File: config.mk
export PLATFORM = sky130hd
export DESIGN_NAME = slr_ctrl
export DESIGN_NICKNAME = d
export VERILOG_FILES = /design/src/rtl/slr_pkg.sv /design/src/rtl/slr_ctrl.sv
export SDC_FILE = /design/constraint.sdc
export NUM_CORES = 1
export LEC_CHECK = 0
export BUFFER_PORTS_ARGS = -buffer_cell sky130_fd_sc_hd__buf_2
export CORE_ASPECT_RATIO = 1.1
export CORE_MARGIN = 10
export CORE_UTILIZATION = 53
export DETAILED_ROUTE_END_ITERATION = 16
export GPL_TIMING_DRIVEN = 0
export PLACE_DENSITY = 0.83
export SYNTH_ARGS = -nofsm -noshare
export SYNTH_HDL_FRONTEND = slang
export SYNTH_SLANG_ARGS = --single-unit
export TNS_END_PERCENT = 30
File: constraint.sdc
create_clock -name clk -period 7.3 [get_ports clk]
set_input_delay 2.19 -clock clk [delete_from_list [all_inputs] [get_ports clk]]
set_output_delay 2.19 -clock clk [all_outputs]
set_load 0.02 [all_outputs]
File: src/rtl/slr_pkg.sv
`timescale 1ns / 1ps

package slr_pkg;

    // Default sizing of the ring
    localparam int LINES_MAX_DEF = 256;
    localparam int COLS_MAX_DEF  = 128;
    localparam int CELL_BITS_DEF = 32;

    // Fixed field widths of the ports
    localparam int FUNC_W     = 2;
    localparam int COLUMN_W   = 7;
    localparam int CELL_W     = 32;
    localparam int DELTA_W    = 10;
    localparam int ROW_W      = 8;
    localparam int COUNT_W    = 9;
    localparam int CFG_DATA_W = 9;
    localparam int CFG_IDX_W  = 1;

    // Register values after reset, before clamping
    localparam int LINE_COLUMNS_RST  = 80;
    localparam int HISTORY_LINES_RST = 256;

    typedef enum logic [FUNC_W-1:0] {
        FUNC_CAPTURE    = 2'd0,
        FUNC_SCROLL     = 2'd1,
        FUNC_VIEW_RESET = 2'd2,
        FUNC_READ       = 2'd3
    } func_t;

    typedef enum logic [CFG_IDX_W-1:0] {
        CFG_LINE_COLUMNS  = 1'b0,
        CFG_HISTORY_LINES = 1'b1
    } cfg_index_t;

    // Index width for n entries, at least one bit
    function automatic int index_bits(input int n);
        int w;
        begin
            w = (n > 1) ? $clog2(n) : 1;
            return w;
        end
    endfunction

endpackage

File: src/rtl/slr_ctrl.sv
`timescale 1ns / 1ps

module slr_ctrl #(
    parameter int LINES_MAX = slr_pkg::LINES_MAX_DEF,
    parameter int COLS_MAX  = slr_pkg::COLS_MAX_DEF,
    parameter int CELL_BITS = slr_pkg::CELL_BITS_DEF
) (
    input  logic                                 clk,
    input  logic                                 rst_n,
    input  logic                                 cfg_clear,
    input  logic [$clog2(COLS_MAX+1)-1:0]        line_cols,
    input  logic [$clog2(LINES_MAX+1)-1:0]       hist_lines,
    input  logic                                 item_valid,
    input  slr_pkg::func_t                       item_func,
    input  logic [slr_pkg::COLUMN_W-1:0]         item_column,
    input  logic [CELL_BITS-1:0]                 item_cell,
    input  logic                                 item_last,
    input  logic signed [slr_pkg::DELTA_W-1:0]   item_delta,
    input  logic [slr_pkg::ROW_W-1:0]            item_row,
    output logic                                 wr_req,
    output logic [slr_pkg::index_bits(LINES_MAX)+slr_pkg::index_bits(COLS_MAX)-1:0] wr_addr,
    output logic [CELL_BITS-1:0]                 wr_cell,
    output logic [slr_pkg::index_bits(LINES_MAX)+slr_pkg::index_bits(COLS_MAX)-1:0] rd_addr,
    output logic                                 res_valid,
    output logic                                 res_ok,
    output logic                                 res_hit,
    output logic [$clog2(LINES_MAX+1)-1:0]       count,
    output logic [$clog2(LINES_MAX+1)-1:0]       offset
);
    import slr_pkg::*;

    localparam int LINE_W = index_bits(LINES_MAX);
    localparam int COL_W  = index_bits(COLS_MAX);
    localparam int CNT_W  = $clog2(LINES_MAX + 1);
    localparam int COL_CW = $clog2(COLS_MAX + 1);
    localparam int CMP_W  = ((COLUMN_W > COL_CW) ? COLUMN_W : COL_CW);
    localparam int SUM_W  = ((CNT_W > DELTA_W) ? CNT_W : DELTA_W) + 2;
    localparam int RW     = ((ROW_W > CNT_W) ? ROW_W : CNT_W) + 1;
    localparam int IW     = RW + 2;

    logic [LINE_W-1:0]       head_reg;
    logic [LINE_W-1:0]       head_next;
    logic [CNT_W-1:0]        count_reg;
    logic [CNT_W-1:0]        count_next;
    logic [CNT_W-1:0]        offset_reg;
    logic [CNT_W-1:0]        offset_next;
    logic                    res_valid_reg;
    logic                    res_ok_reg;
    logic                    res_ok_next;
    logic                    res_hit_reg;
    logic                    res_hit_next;

    logic                    col_ok;
    logic [COL_W-1:0]        col_addr;
    logic signed [SUM_W-1:0] scroll_sum;
    logic [RW-1:0]           back;
    logic signed [IW-1:0]    ring_pos;
    logic signed [IW-1:0]    ring_idx;

    // Decode column and ring position for the current word
    always_comb
    begin
        col_ok     = CMP_W'(item_column) < CMP_W'(line_cols);
        col_addr   = COL_W'(item_column);
        scroll_sum = $signed(SUM_W'(offset_reg)) + SUM_W'(item_delta);
        back       = RW'(offset_reg) - RW'(item_row) - RW'(1);
        ring_pos   = $signed(IW'(head_reg)) + $signed(IW'(item_row))
                     - $signed(IW'(offset_reg));
        ring_idx   = ring_pos;
        if (ring_pos < 0)
        begin
            ring_idx = ring_pos + $signed(IW'(hist_lines));
        end
    end

    // Apply one command to head, count and view offset
    always_comb
    begin
        head_next    = head_reg;
        count_next   = count_reg;
        offset_next  = offset_reg;
        res_ok_next  = 1'b0;
        res_hit_next = 1'b0;
        wr_req       = 1'b0;
        if (item_valid)
        begin
            unique case (item_func)
                FUNC_CAPTURE:
                begin
                    wr_req = col_ok;
                    if (item_last)
                    begin
                        if (CNT_W'(head_reg) + CNT_W'(1) == hist_lines)
                        begin
                            head_next = '0;
                        end
                        else
                        begin
                            head_next = head_reg + LINE_W'(1);
                        end
                        if (count_reg < hist_lines)
                        begin
                            count_next = count_reg + CNT_W'(1);
                        end
                        // keep a scrolled view on the same text
                        if ((offset_reg != '0) && (offset_reg < count_next))
                        begin
                            offset_next = offset_reg + CNT_W'(1);
                        end
                    end
                end
                FUNC_SCROLL:
                begin
                    if (scroll_sum[SUM_W-1])
                    begin
                        offset_next = '0;
                    end
                    else if (scroll_sum > $signed(SUM_W'(count_reg)))
                    begin
                        offset_next = count_reg;
                    end
                    else
                    begin
                        offset_next = CNT_W'(scroll_sum);
                    end
                    res_ok_next = (offset_next != offset_reg);
                end
                FUNC_VIEW_RESET:
                begin
                    res_ok_next = (offset_reg != '0);
                    offset_next = '0;
                end
                FUNC_READ:
                begin
                    if ((RW'(item_row) < RW'(offset_reg)) && col_ok
                        && (back < RW'(count_reg)))
                    begin
                        res_ok_next  = 1'b1;
                        res_hit_next = 1'b1;
                    end
                end
                default:
                begin
                    res_ok_next = 1'b0;
                end
            endcase
        end
    end

    assign wr_addr = {head_reg, col_addr};
    assign wr_cell = item_cell;
    assign rd_addr = {LINE_W'(ring_idx), col_addr};

    // Hold ring state; drop it on a register write
    always_ff @(posedge clk or negedge rst_n)
    begin
        if (!rst_n)
        begin
            head_reg      <= '0;
            count_reg     <= '0;
            offset_reg    <= '0;
            res_valid_reg <= 1'b0;
        end
        else if (cfg_clear)
        begin
            head_reg      <= '0;
            count_reg     <= '0;
            offset_reg    <= '0;
            res_valid_reg <= 1'b0;
        end
        else
        begin
            head_reg      <= head_next;
            count_reg     <= count_next;
            offset_reg    <= offset_next;
            res_valid_reg <= item_valid;
        end
    end

    // Result flags travel with the memory read
    always_ff @(posedge clk)
    begin
        res_ok_reg  <= res_ok_next;
        res_hit_reg <= res_hit_next;
    end

    assign res_valid = res_valid_reg;
    assign res_ok    = res_ok_reg;
    assign res_hit   = res_hit_reg;
    assign count     = count_reg;
    assign offset    = offset_reg;

`ifndef SYNTH
    a_count_bound: assert property (@(posedge clk) disable iff (!rst_n)
        count_reg <= hist_lines)
        else $error("line count above ring depth");

    a_offset_bound: assert property (@(posedge clk) disable iff (!rst_n)
        offset_reg <= count_reg)
        else $error("view offset beyond stored lines");

    a_head_bound: assert property (@(posedge clk) disable iff (!rst_n)
        CNT_W'(head_reg) < hist_lines)
        else $error("head outside the ring");

    a_cfg_clear: assert property (@(posedge clk) disable iff (!rst_n)
        cfg_clear |=> (count_reg == '0) && (offset_reg == '0) && (head_reg == '0))
        else $error("ring state not cleared on register write");
`endif

endmodule

---- After elaboration in Yosys (flattened, before gate mapping) ----
Cells that the tools add are included.
storage, ports and cells
  register bits after elaboration ......... 29
  bits in latches ......................... 0
  memory bits (writable) .................. 0
  bits in read-only memories .............. 0
  input bits .............................. 81
  output and inout port bits .............. 84
  logic and storage cells ................. 70
  memories ................................ 0
cells by class
  add/sub/neg operators ................... 10
  multipliers ............................. 0
  div/mod/pow operators ................... 0
  order comparisons ....................... 7
  equal/unequal tests ..................... 7
  shifts and indexed selects .............. 0
  multiplexer cells ....................... 28
  bitwise gates (word level) .............. 0
  reduce and logical (&&, ||, !) cells .... 12
operators with widths
  kind                   number
  $mux 9                 16
  $mux 8                 6
  $pmux 9 s3             1
  $add 9x1->9 const B    2
  $lt 9x9->1             2
  $add 10x10->11         1
  $gt 11x10->1           1
  $lt 10x1->1 const B    1
  $lt 10x9->1            1
  $sub 10x1->10 const B  1
  $sub 9x8->10           1
  $sub 9x9->10           1
  $add 8x1->9 const B    1
  $add 8x8->9            1
  $eq 9x9->1             1
  $lt 8x9->1             1
  $ne 9x9->1             1
  $reduce_bool 9->1      1
  $add 8x1->8 const B    1
  $add 8x8->8            1
  $lt 7x8->1             1
  $ne 3x3->1 const B     2
  $reduce_bool 2->1      3
  $eq 2x2->1 const B     2
  other kinds (9)        14

---- Depth between registers and ports, before layout ----
Gate-level depths: netlist (run 1).
  word-level depth ........................ 12
  mapped depth ............................ 20
  mapped depth without buffers ............ 20

---- Worst setup path before layout (run 1) ----
Ideal clock, no wire load.
  path kind ............................... input port to output port
  from .................................... input item_row[1] (netlist bit)
  to ...................................... output rd_addr[14] (netlist bit)
  arrival ................................. 5.068 ns
  required time ........................... 5.110 ns
  slack ................................... 0.042 ns
  stages .................................. 14
  path buffers ............................ 0
  path through ............................ inv_1 fa_1 inv_1 fa_1 ha_1 a21o_1 a21oi_1 o21bai_1 a21oi_1 o21bai_1 a21oi_1 xnor2_1 nor2_1 xnor2_1
between the ends
  longest elaborated chain between the ends .. 4
  elaborated cells on any way between the ends .. 5
  classes of those cells .................. add/sub: 3; order compare: 1; mux: 1
RTL lines
  item                                               line                            text
  from (decl)                                        slr_ctrl.sv:19                  input logic [slr_pkg::ROW_W-1:0] item_row,
  $add 8x8->9 *                                      slr_ctrl.sv:67                  ring_pos = $signed(IW'(head_reg)) + $signed(IW'(item_row))
  $sub 9x9->10 *                                     slr_ctrl.sv:68                  - $signed(IW'(offset_reg));
  $add 8x8->8 / $lt 10x1->1 (equally long branches)  slr_ctrl.sv:72, slr_ctrl.sv:70
  $mux 8 *                                           slr_ctrl.sv:70                  if (ring_pos < 0)
  to (decl)                                          slr_ctrl.sv:23                  output logic [slr_pkg::index_bits(LINES_MAX)+slr_pkg::index_bits(COLS_MAX)-1:0] rd_addr,
Every way passes the cells marked *; elsewhere a longest branch is shown, timed or not.

---- Worst setup path after layout (run 1) ----
Ends and elaborated chain as after synthesis.

==> summary.md, run 1 <==
| Metric | Value |
|---|---|
| Status | finished, violations left |
| Failing checks | setup timing |
| Largest stage delay on the critical path | 0.59 ns |
| Clk sink count | 29 |
| Routed wire per std cell | 18.12 um |
| Synthesis-to-layout area growth | 21.01% |
| Yosys cell types | 61 |
| Die Width | 114.7 um |
| WP data required | 5.11 ns |
| Via Count | 5196 |
| M1 WL | 6281 um |
| Highest Signal Layer | met4 |
| Final setup margin | -0.03236 ns |
| Layout Skew | 0.006341 ns |
| Area contributors post-synth | ha_1 21%, dfrtp_1 13%, xnor2_1 6.9% |
| Post-DP Area | 0.006026 mm2 |
| Crit share post-route | 1.004 |
| Maximum vdd drop | 0.0001037 V |
| Ys async rst share | 0.9310 |
| Critical Path Source Type | input pin |
| Tmin final | 7.332 ns |
| Endpoint of the worst hold path | head_reg[4] |
| Total gr overflow | 0 |
| Antenna diode count | 0 |
| Layout cells sized above 1 | 0.2955 |
| Seq/Total Area, Yosys | 0.1370 |
| GRT Resource Usage Total | 0.2240 |
| CTS tree | built |
| Antenna-violating nets left | 0 |
| Critical Path Fanout Max | 3 |
| Synthesized area | 0.005224 mm2 |
| Reg-to-Reg End | res_ok |
| Critical path class | in2out |
| FF-to-FF setup slack | 2.49 ns |
| DRT iter0 DRCs | 300 |
| Final Hold Viols | 0 |
| Drt total wl | 16650 um |
| Fin util | 0.6661 |
| Total die area | 0.01423 mm2 |
| Clock share of power | 0.221 |
| Synth area leader | ha_1 |
| Number of max-cap violations | 0 |
| Hold_sp | head_reg[4] |
| Yosys top cell area share | 0.2108 |
| Met3 wire len | 1363 um |
| I/O pin count | 165 |
| P_int | 0.0004887 W |
| First-pass GRT wire length | 26000 um |
| Initial antenna violation count | 0 |
| Yosys reg bits | 29 |
| Final Max Tran Viols | 0 |
| Synth top cells by count | 88 x ha_1, 85 x inv_1, 47 x o21ai_0 |
| GPL Wtd Cong | 0.9167 |
| Origin of the critical flop-to-flop path | offset[0] |
| Area of the core | 0.009490 mm2 |
| Seq pwr share | 0.209 |
| PwrDens | 132.2 mW/mm2 |
| Worst hold stages | 1 |
| Vias in the first global route | 5314 |
| Slowest-stage cell, CP | fa_2 |
| Path depth of the worst reg2reg path | 17 |
| Mean Syn Cell Area | 7.963 um2 |
| Via density | 5.654 |
| TritonRoute pass-1 iters | 5 |
| Ys flop type | dfrtp_1 |
| CP Cell Sequence | buf_8 > inv_4 > fa_1 > inv_2 > fa_2 > ha_4 > a21o_1 > a21oi_2 > o21bai_1 > a21oi_2 > o21bai_1 > a21oi_1 > xnor2_1 > nor2_1 > xnor2_1 > buf_4 |
| CP endpoint kind | output pin |
| CP Launch Point | item_row[1] |
| Combinational power share | 0.570 |
| Die H | 124.1 um |
| Mapped Nets | 836 |
| Max Buffers Root-to-Sink | 2 |
| Initial core utilization | 0.5504 |
| Post-Place Cells | 904 |
| Cell count after synthesis | 656 |
| Hold crit path type | reg2reg |
| Max Clk Rate | 136.4 MHz |
| # H-tree levels | 2 |
| Pin count of the biggest net entering global routing | 28 |
| Max-Slew Margin vs Limit | 0.5402 |
| Worst-path clk slew | 0.07 ns |
| Worst skew pair latency | 0.29 ns |
| Design area | 0.006321 mm2 |
| Hold-fix buffers, CTS | 0 |
| Switching power | 0.0003471 W |
| HPWL after detailed placement | 13590 um |
| Residual DRC | 0 |
| CP arrival | 5.14 ns |
| Non-Filler Instances | 919 |
| Root Buffer | clkbuf_8 |
| Sw Share | 0.4153 |
| Leak pwr | 3.276 nW |
| Post-synth EDFFs | 0 |
| Most frequent cell after synthesis | ha_1 |
| Nets | 981 |
| CTS Buf Count | 5 |
| Port bufs | 131 |
| Cell Rows | 37 |
| RSZ-0062 raised after global routing | yes |
| Yosys warning total | 0 |
| Routed wl met2 | 8544 um |
| Final Setup Violations | 1 |
| Worst-Margin Slew | 0.6897 ns |
-- how the worst max path moves through the flow --
stage                        to  slack (ns)
finish              rd_addr[14]       -0.03
global route        rd_addr[14]       -0.20
CTS                 rd_addr[14]        0.01
detailed placement  rd_addr[14]       -0.28
global placement    rd_addr[14]       -0.20
floorplan           rd_addr[14]        0.04
-- layout make-up --
class                   count  area, um2
inverters                  85      321.6
plain buffers              58      406.6
multi-input cells         484       3890
repair buffers            138      720.7
clock inverters             2      37.54
flip-flops and latches     29      715.7
well taps                 117      146.4
fillers                   793       3169
clock buffers               6      82.58
-- critical path, delay by kind of cell --
kind / cells / cell delay (ns)
XOR/XNOR: 2 / 0.30
buffers and inverters: 4 / 0.33
adder cells (fa/ha/maj): 3 / 1.31
AND/OR/NAND/NOR: 1 / 0.07
AO/OA/AOI/OAI: 6 / 0.92
-- cells by family after synthesis --
family | after synthesis | share of synthesized area
mux | 18 | 0.03784
simple gates | 157 | 0.1495
compound gates | 155 | 0.1923
buf+inv | 143 | 0.1382
fa+ha+maj | 99 | 0.2529
xor+xnor | 55 | 0.09222
flops | 29 | 0.1370
-- cell usage in the layout (no fill, tap or decap), types with 5 or more instances in the layout --
| cell | instances |
|---|---|
| nand4_1 | 5 |
| nor2b_1 | 9 |
| dfrtp_1 | 27 |
| nor2_1 | 39 |
| ha_1 | 85 |
| inv_1 | 81 |
| and3_1 | 12 |
| clkbuf_8 | 6 |
| a22o_1 | 7 |
| nor3_1 | 8 |
| xnor2_1 | 37 |
| clkbuf_1 | 6 |
| a21o_1 | 11 |
| buf_4 | 54 |
| a21oi_1 | 32 |
| o21bai_1 | 11 |
| nand2_1 | 34 |
| a21oi_2 | 8 |
| mux2i_1 | 13 |
| nand3_1 | 23 |
| buf_2 | 133 |
| xor2_1 | 13 |
| fa_1 | 10 |
| nand2b_1 | 9 |
| o21ai_0 | 46 |
-- power groups by stage --
stage               combinational, W  clock [W]  sequential (W)
global route                0.000524   0.000195        0.000175
global placement            0.000407          0        0.000178
floorplan                   0.000303          0        0.000177
finish                      0.000477   0.000185        0.000174
detailed placement          0.000423          0        0.000178
CTS                         0.000444   0.000186        0.000174
-- per-layer routing --
metal	vias up	global-route usage
li1	2505	-
met1	2419	0.2481
met2	232	0.4093
met3	40	0.05051
met4	0	0.08072
met5	-	0
-- timing repair --
action | CTS | global route
pin swaps | 15 | 20
buffers inserted | 2 | 5
setup endpoints to repair | 7 | 7
gates resized for setup | 13 | 18
-- per-stage QoR --
stage          TNS (ns)  total power [W]  setup WS, ns  hold WS [ns]
3_3_place_gp    -0.4161        0.0005845       -0.2003        0.5454
4_1_cts               0        0.0008046       0.01425        0.5737
2_1_floorplan         0        0.0004800       0.04180        0.6517
6_report       -0.03236        0.0008358      -0.03236        0.5728
5_1_grt         -0.4019        0.0008948       -0.1987        0.5910
3_5_place_dp    -0.8987        0.0006003       -0.2786        0.5584
No activity file was read; power rests on OpenSTA's default activity.
==> run 2, diff against run 1 <==
--- a/config.mk
+++ b/config.mk
@@ -9,8 +9,7 @@
 export CORE_ASPECT_RATIO = 1.1
 export CORE_MARGIN = 10
-export CORE_UTILIZATION = 53
+export CORE_UTILIZATION = 35
 export DETAILED_ROUTE_END_ITERATION = 16
 export GPL_TIMING_DRIVEN = 0
-export PLACE_DENSITY = 0.83
 export SYNTH_ARGS = -nofsm -noshare
 export SYNTH_HDL_FRONTEND = slang
==> constraint.sdc (replaced) <==
create_clock -name clk -period 7.3 [get_ports clk]
set_input_delay 2.19 -clock clk [delete_from_list [all_inputs] [get_ports clk]]
set_output_delay 2.19 -clock clk [all_outputs]
set_load 0.005 [all_outputs]
==> summary.md, run 2 (synthesized netlist as in run 1, its figures left out) <==
| Metric | Value |
|---|---|
| Status | complete, no violations (was finished, violations left) |
| Maximum vdd drop | 0.00007690 V (was 0.0001037 V) |
| GRT Resource Usage Total | 0.1571 (was 0.2240) |
| Critical path class | in2out (unchanged) |
| CP Cell Sequence | buf_8 > inv_4 > fa_1 > inv_2 > ha_4 > a21o_1 > a21oi_2 > o21bai_1 > a21oi_2 > xnor2_2 > ha_1 > inv_2 > o21bai_1 > a21oi_2 > xnor2_1 > nor2_1 > xnor2_1 > buf_2 (was buf_8 > inv_4 > fa_1 > inv_2 > fa_2 > ha_4 > a21o_1 > a21oi_2 > o21bai_1 > a21oi_2 > o21bai_1 > a21oi_1 > xnor2_1 > nor2_1 > xnor2_1 > buf_4) |
| Residual DRC | 0 (unchanged) |
| Via Count | 4987 (was 5196) |
| Critical Path Source Type | input pin (unchanged) |
| CP endpoint kind | output pin (unchanged) |
| Tmin final | 7.271 ns (was 7.332 ns) |
| FF-to-FF setup slack | 2.45 ns (was 2.49 ns) |
| Most frequent cells in the layout | 134 x buf_2, 85 x ha_1, 80 x inv_1, 54 x buf_4, 46 x o21ai_0 (was 133 x buf_2, 85 x ha_1, 81 x inv_1, 54 x buf_4, 46 x o21ai_0) |
| Hold_sp | head_reg[4] (unchanged) |
| Origin of the critical flop-to-flop path | offset[0] (unchanged) |
| Final Max Tran Viols | 0 (unchanged) |
| Total gr overflow | 0 (unchanged) |
| Layout cells sized above 1 | 0.2964 (was 0.2955) |
| # H-tree levels | 2 (unchanged) |
| Pin count of the biggest net entering global routing | 28 (unchanged) |
| CTS Buf Count | 5 (unchanged) |
| Path depth of the worst reg2reg path | 17 (unchanged) |
| Met1 GRT Util | 0.1984 (was 0.2481) |
| CP most frequent cell | a21oi_2 |
| Crit share post-route | 0.9960 (was 1.004) |
| GR Util met2 | 0.2691 (was 0.4093) |
| Most common cell after layout, fill and taps aside | buf_2 (unchanged) |
| Port bufs | 131 (unchanged) |
| TritonRoute pass-1 iters | 5 (unchanged) |
| Final Hold Viols | 0 (unchanged) |
| Critical Path Fanout Max | 2 (was 3) |
| Gr busiest metal | met2 (unchanged) |
| CTS tree | built (unchanged) |
| Initial core utilization | 0.3602 (was 0.5504) |
| Hold-fix buffers, CTS | 0 (unchanged) |
| Final setup margin | 0.02929 ns (was -0.03236 ns) |
| Die H | 148.1 um (was 124.1 um) |
| Die Width | 136.5 um (was 114.7 um) |
| CP arrival | 5.08 ns (was 5.14 ns) |
| Drt total wl | 16290 um (was 16650 um) |
| DRT iter0 DRCs | 215 (was 300) |
| Via density | 5.012 (was 5.654) |
| Worst skew pair latency | 0.28 ns (was 0.29 ns) |
| Number of max-cap violations | 0 (unchanged) |
| Synthesis-to-layout area growth | 23.47% (was 21.01%) |
| Largest stage delay on the critical path | 0.49 ns (was 0.59 ns) |
| Total die area | 0.02022 mm2 (was 0.01423 mm2) |
| Filler cell count | 1559 (was 793) |
| Slowest-stage cell, CP | fa_1 (was fa_2) |
| Reg-to-Reg End | res_ok (unchanged) |
| HPWL after detailed placement | 13560 um (was 13590 um) |
| Worst hold stages | 1 (unchanged) |
| Max Buffers Root-to-Sink | 2 (unchanged) |
| Nets | 982 (was 981) |
| Met3 Use GR | 0.02830 (was 0.05051) |
| Vias in the first global route | 4891 (was 5314) |
| Clk sink count | 29 (unchanged) |
| Worst-path clk slew | 0.06 ns (was 0.07 ns) |
| Worst slack at placement | -0.2476 ns (was -0.2786 ns) |
| WP data required | 5.11 ns (about the same) |
| Max Clk Rate | 137.5 MHz (was 136.4 MHz) |
| Antenna diode count | 0 (unchanged) |
| GPL Wtd Cong | 0.8655 (was 0.9167) |
| Cell Rows | 46 (was 37) |
| Final Setup Violations | 0 (was 1) |
| Fin util | 0.4447 (was 0.6661) |
| Leak pwr | 3.298 nW (was 3.276 nW) |
| Endpoint of the worst hold path | head_reg[4] (unchanged) |
| Worst-Margin Slew | 0.7086 ns (was 0.6897 ns) |
| Max-Slew Margin vs Limit | 0.5276 (was 0.5402) |
| Root Buffer | clkbuf_16 (was clkbuf_8) |
| First-pass GRT wire length | 25630 um (was 26000 um) |
| Area of the core | 0.01450 mm2 (was 0.009490 mm2) |
| Hold crit path type | reg2reg (unchanged) |
| RSZ-0062 raised after global routing | yes (unchanged) |
| PwrDens | 127.3 mW/mm2 (was 132.2 mW/mm2) |
| Antenna-violating nets left | 0 (unchanged) |
| Layout Skew | 0.005204 ns (was 0.006341 ns) |
| Routed wire per std cell | 16.37 um (was 18.12 um) |
| Initial antenna violation count | 0 (unchanged) |
| I/O pin count | 165 (unchanged) |
==> run 2: how the worst max path moves through the flow <==
stage	startpoint	cells after the start	slack [ns]	to
floorplan	item_row[1]	14	0.27	rd_addr[14]
global placement	item_row[1]	16	-0.24	rd_addr[14]
detailed placement	item_row[1]	16	-0.25	rd_addr[14]
CTS	item_row[1]	18	-0.09	rd_addr[14]
global route	item_row[1]	18	-0.14	rd_addr[14]
finish	item_row[1]	18	0.03	rd_addr[14]
==> run 2: power by group <==
group / total [W] / leakage (nW) / internal, W / switching (W)
Sequential: 0.000174 / 0.391 / 0.000164 / 0.0000104
Combinational: 0.000424 / 2.83 / 0.000213 / 0.000211
Clock: 0.000223 / 0.0799 / 0.000144 / 0.0000788
==> run 2: metrics by stage <==
| stage | std cells | hold slack [ns] | setup TNS [ns] | instance area [um2] | total power, W |
|---|---|---|---|---|---|
| global placement | 979 | 0.5577 | -1.109 | 6120 | 0.0005492 |
| CTS | 990 | 0.5569 | -0.09153 | 6347 | 0.0008004 |
| floorplan | 656 | 0.5395 | 0 | 5224 | 0.0004335 |
| global route | 995 | 0.5835 | -0.1609 | 6450 | 0.0008865 |
| finish | 995 | 0.5588 | 0 | 6450 | 0.0008214 |
| detailed placement | 979 | 0.5481 | -1.064 | 6120 | 0.0005545 |
==> run 2: worst max-delay path: cells and delay by family <==
family,cells,cell delay (ns)
buffers and inverters,5,0.35
adders and majority gates,3,1.03
AOI/OAI and AO/OA,6,1.02
xor gates and xnor gates,3,0.38
and+or+nand+nor,1,0.13
==> run 2: routing by layer <==
metal,vias to the layer above,share of wire
li1,2503,-
met1,2304,0.42
met2,161,0.49
met3,19,0.069
met4,0,0.015
met5,-,0
==> run 2: what timing repair did <==
action	in CTS	in global routing
setup buffers	3	5
resized for setup	12	16
endpoints found under the setup margin	7	7
pin swaps	11	24
==> run 2: area by class of cell <==
type | instances | area, um2 | share of cell area
multi-input combinational | 484 | 3885 | 0.6023
clock inverter | 1 | 5.005 | 0.0007759
buffer | 58 | 404.1 | 0.06266
clock buffer | 7 | 152.6 | 0.02367
inverter | 85 | 321.6 | 0.04985
timing repair buffer | 139 | 725.7 | 0.1125
tap | 192 | 240.2 | 0.03725
sequential | 29 | 715.7 | 0.1110
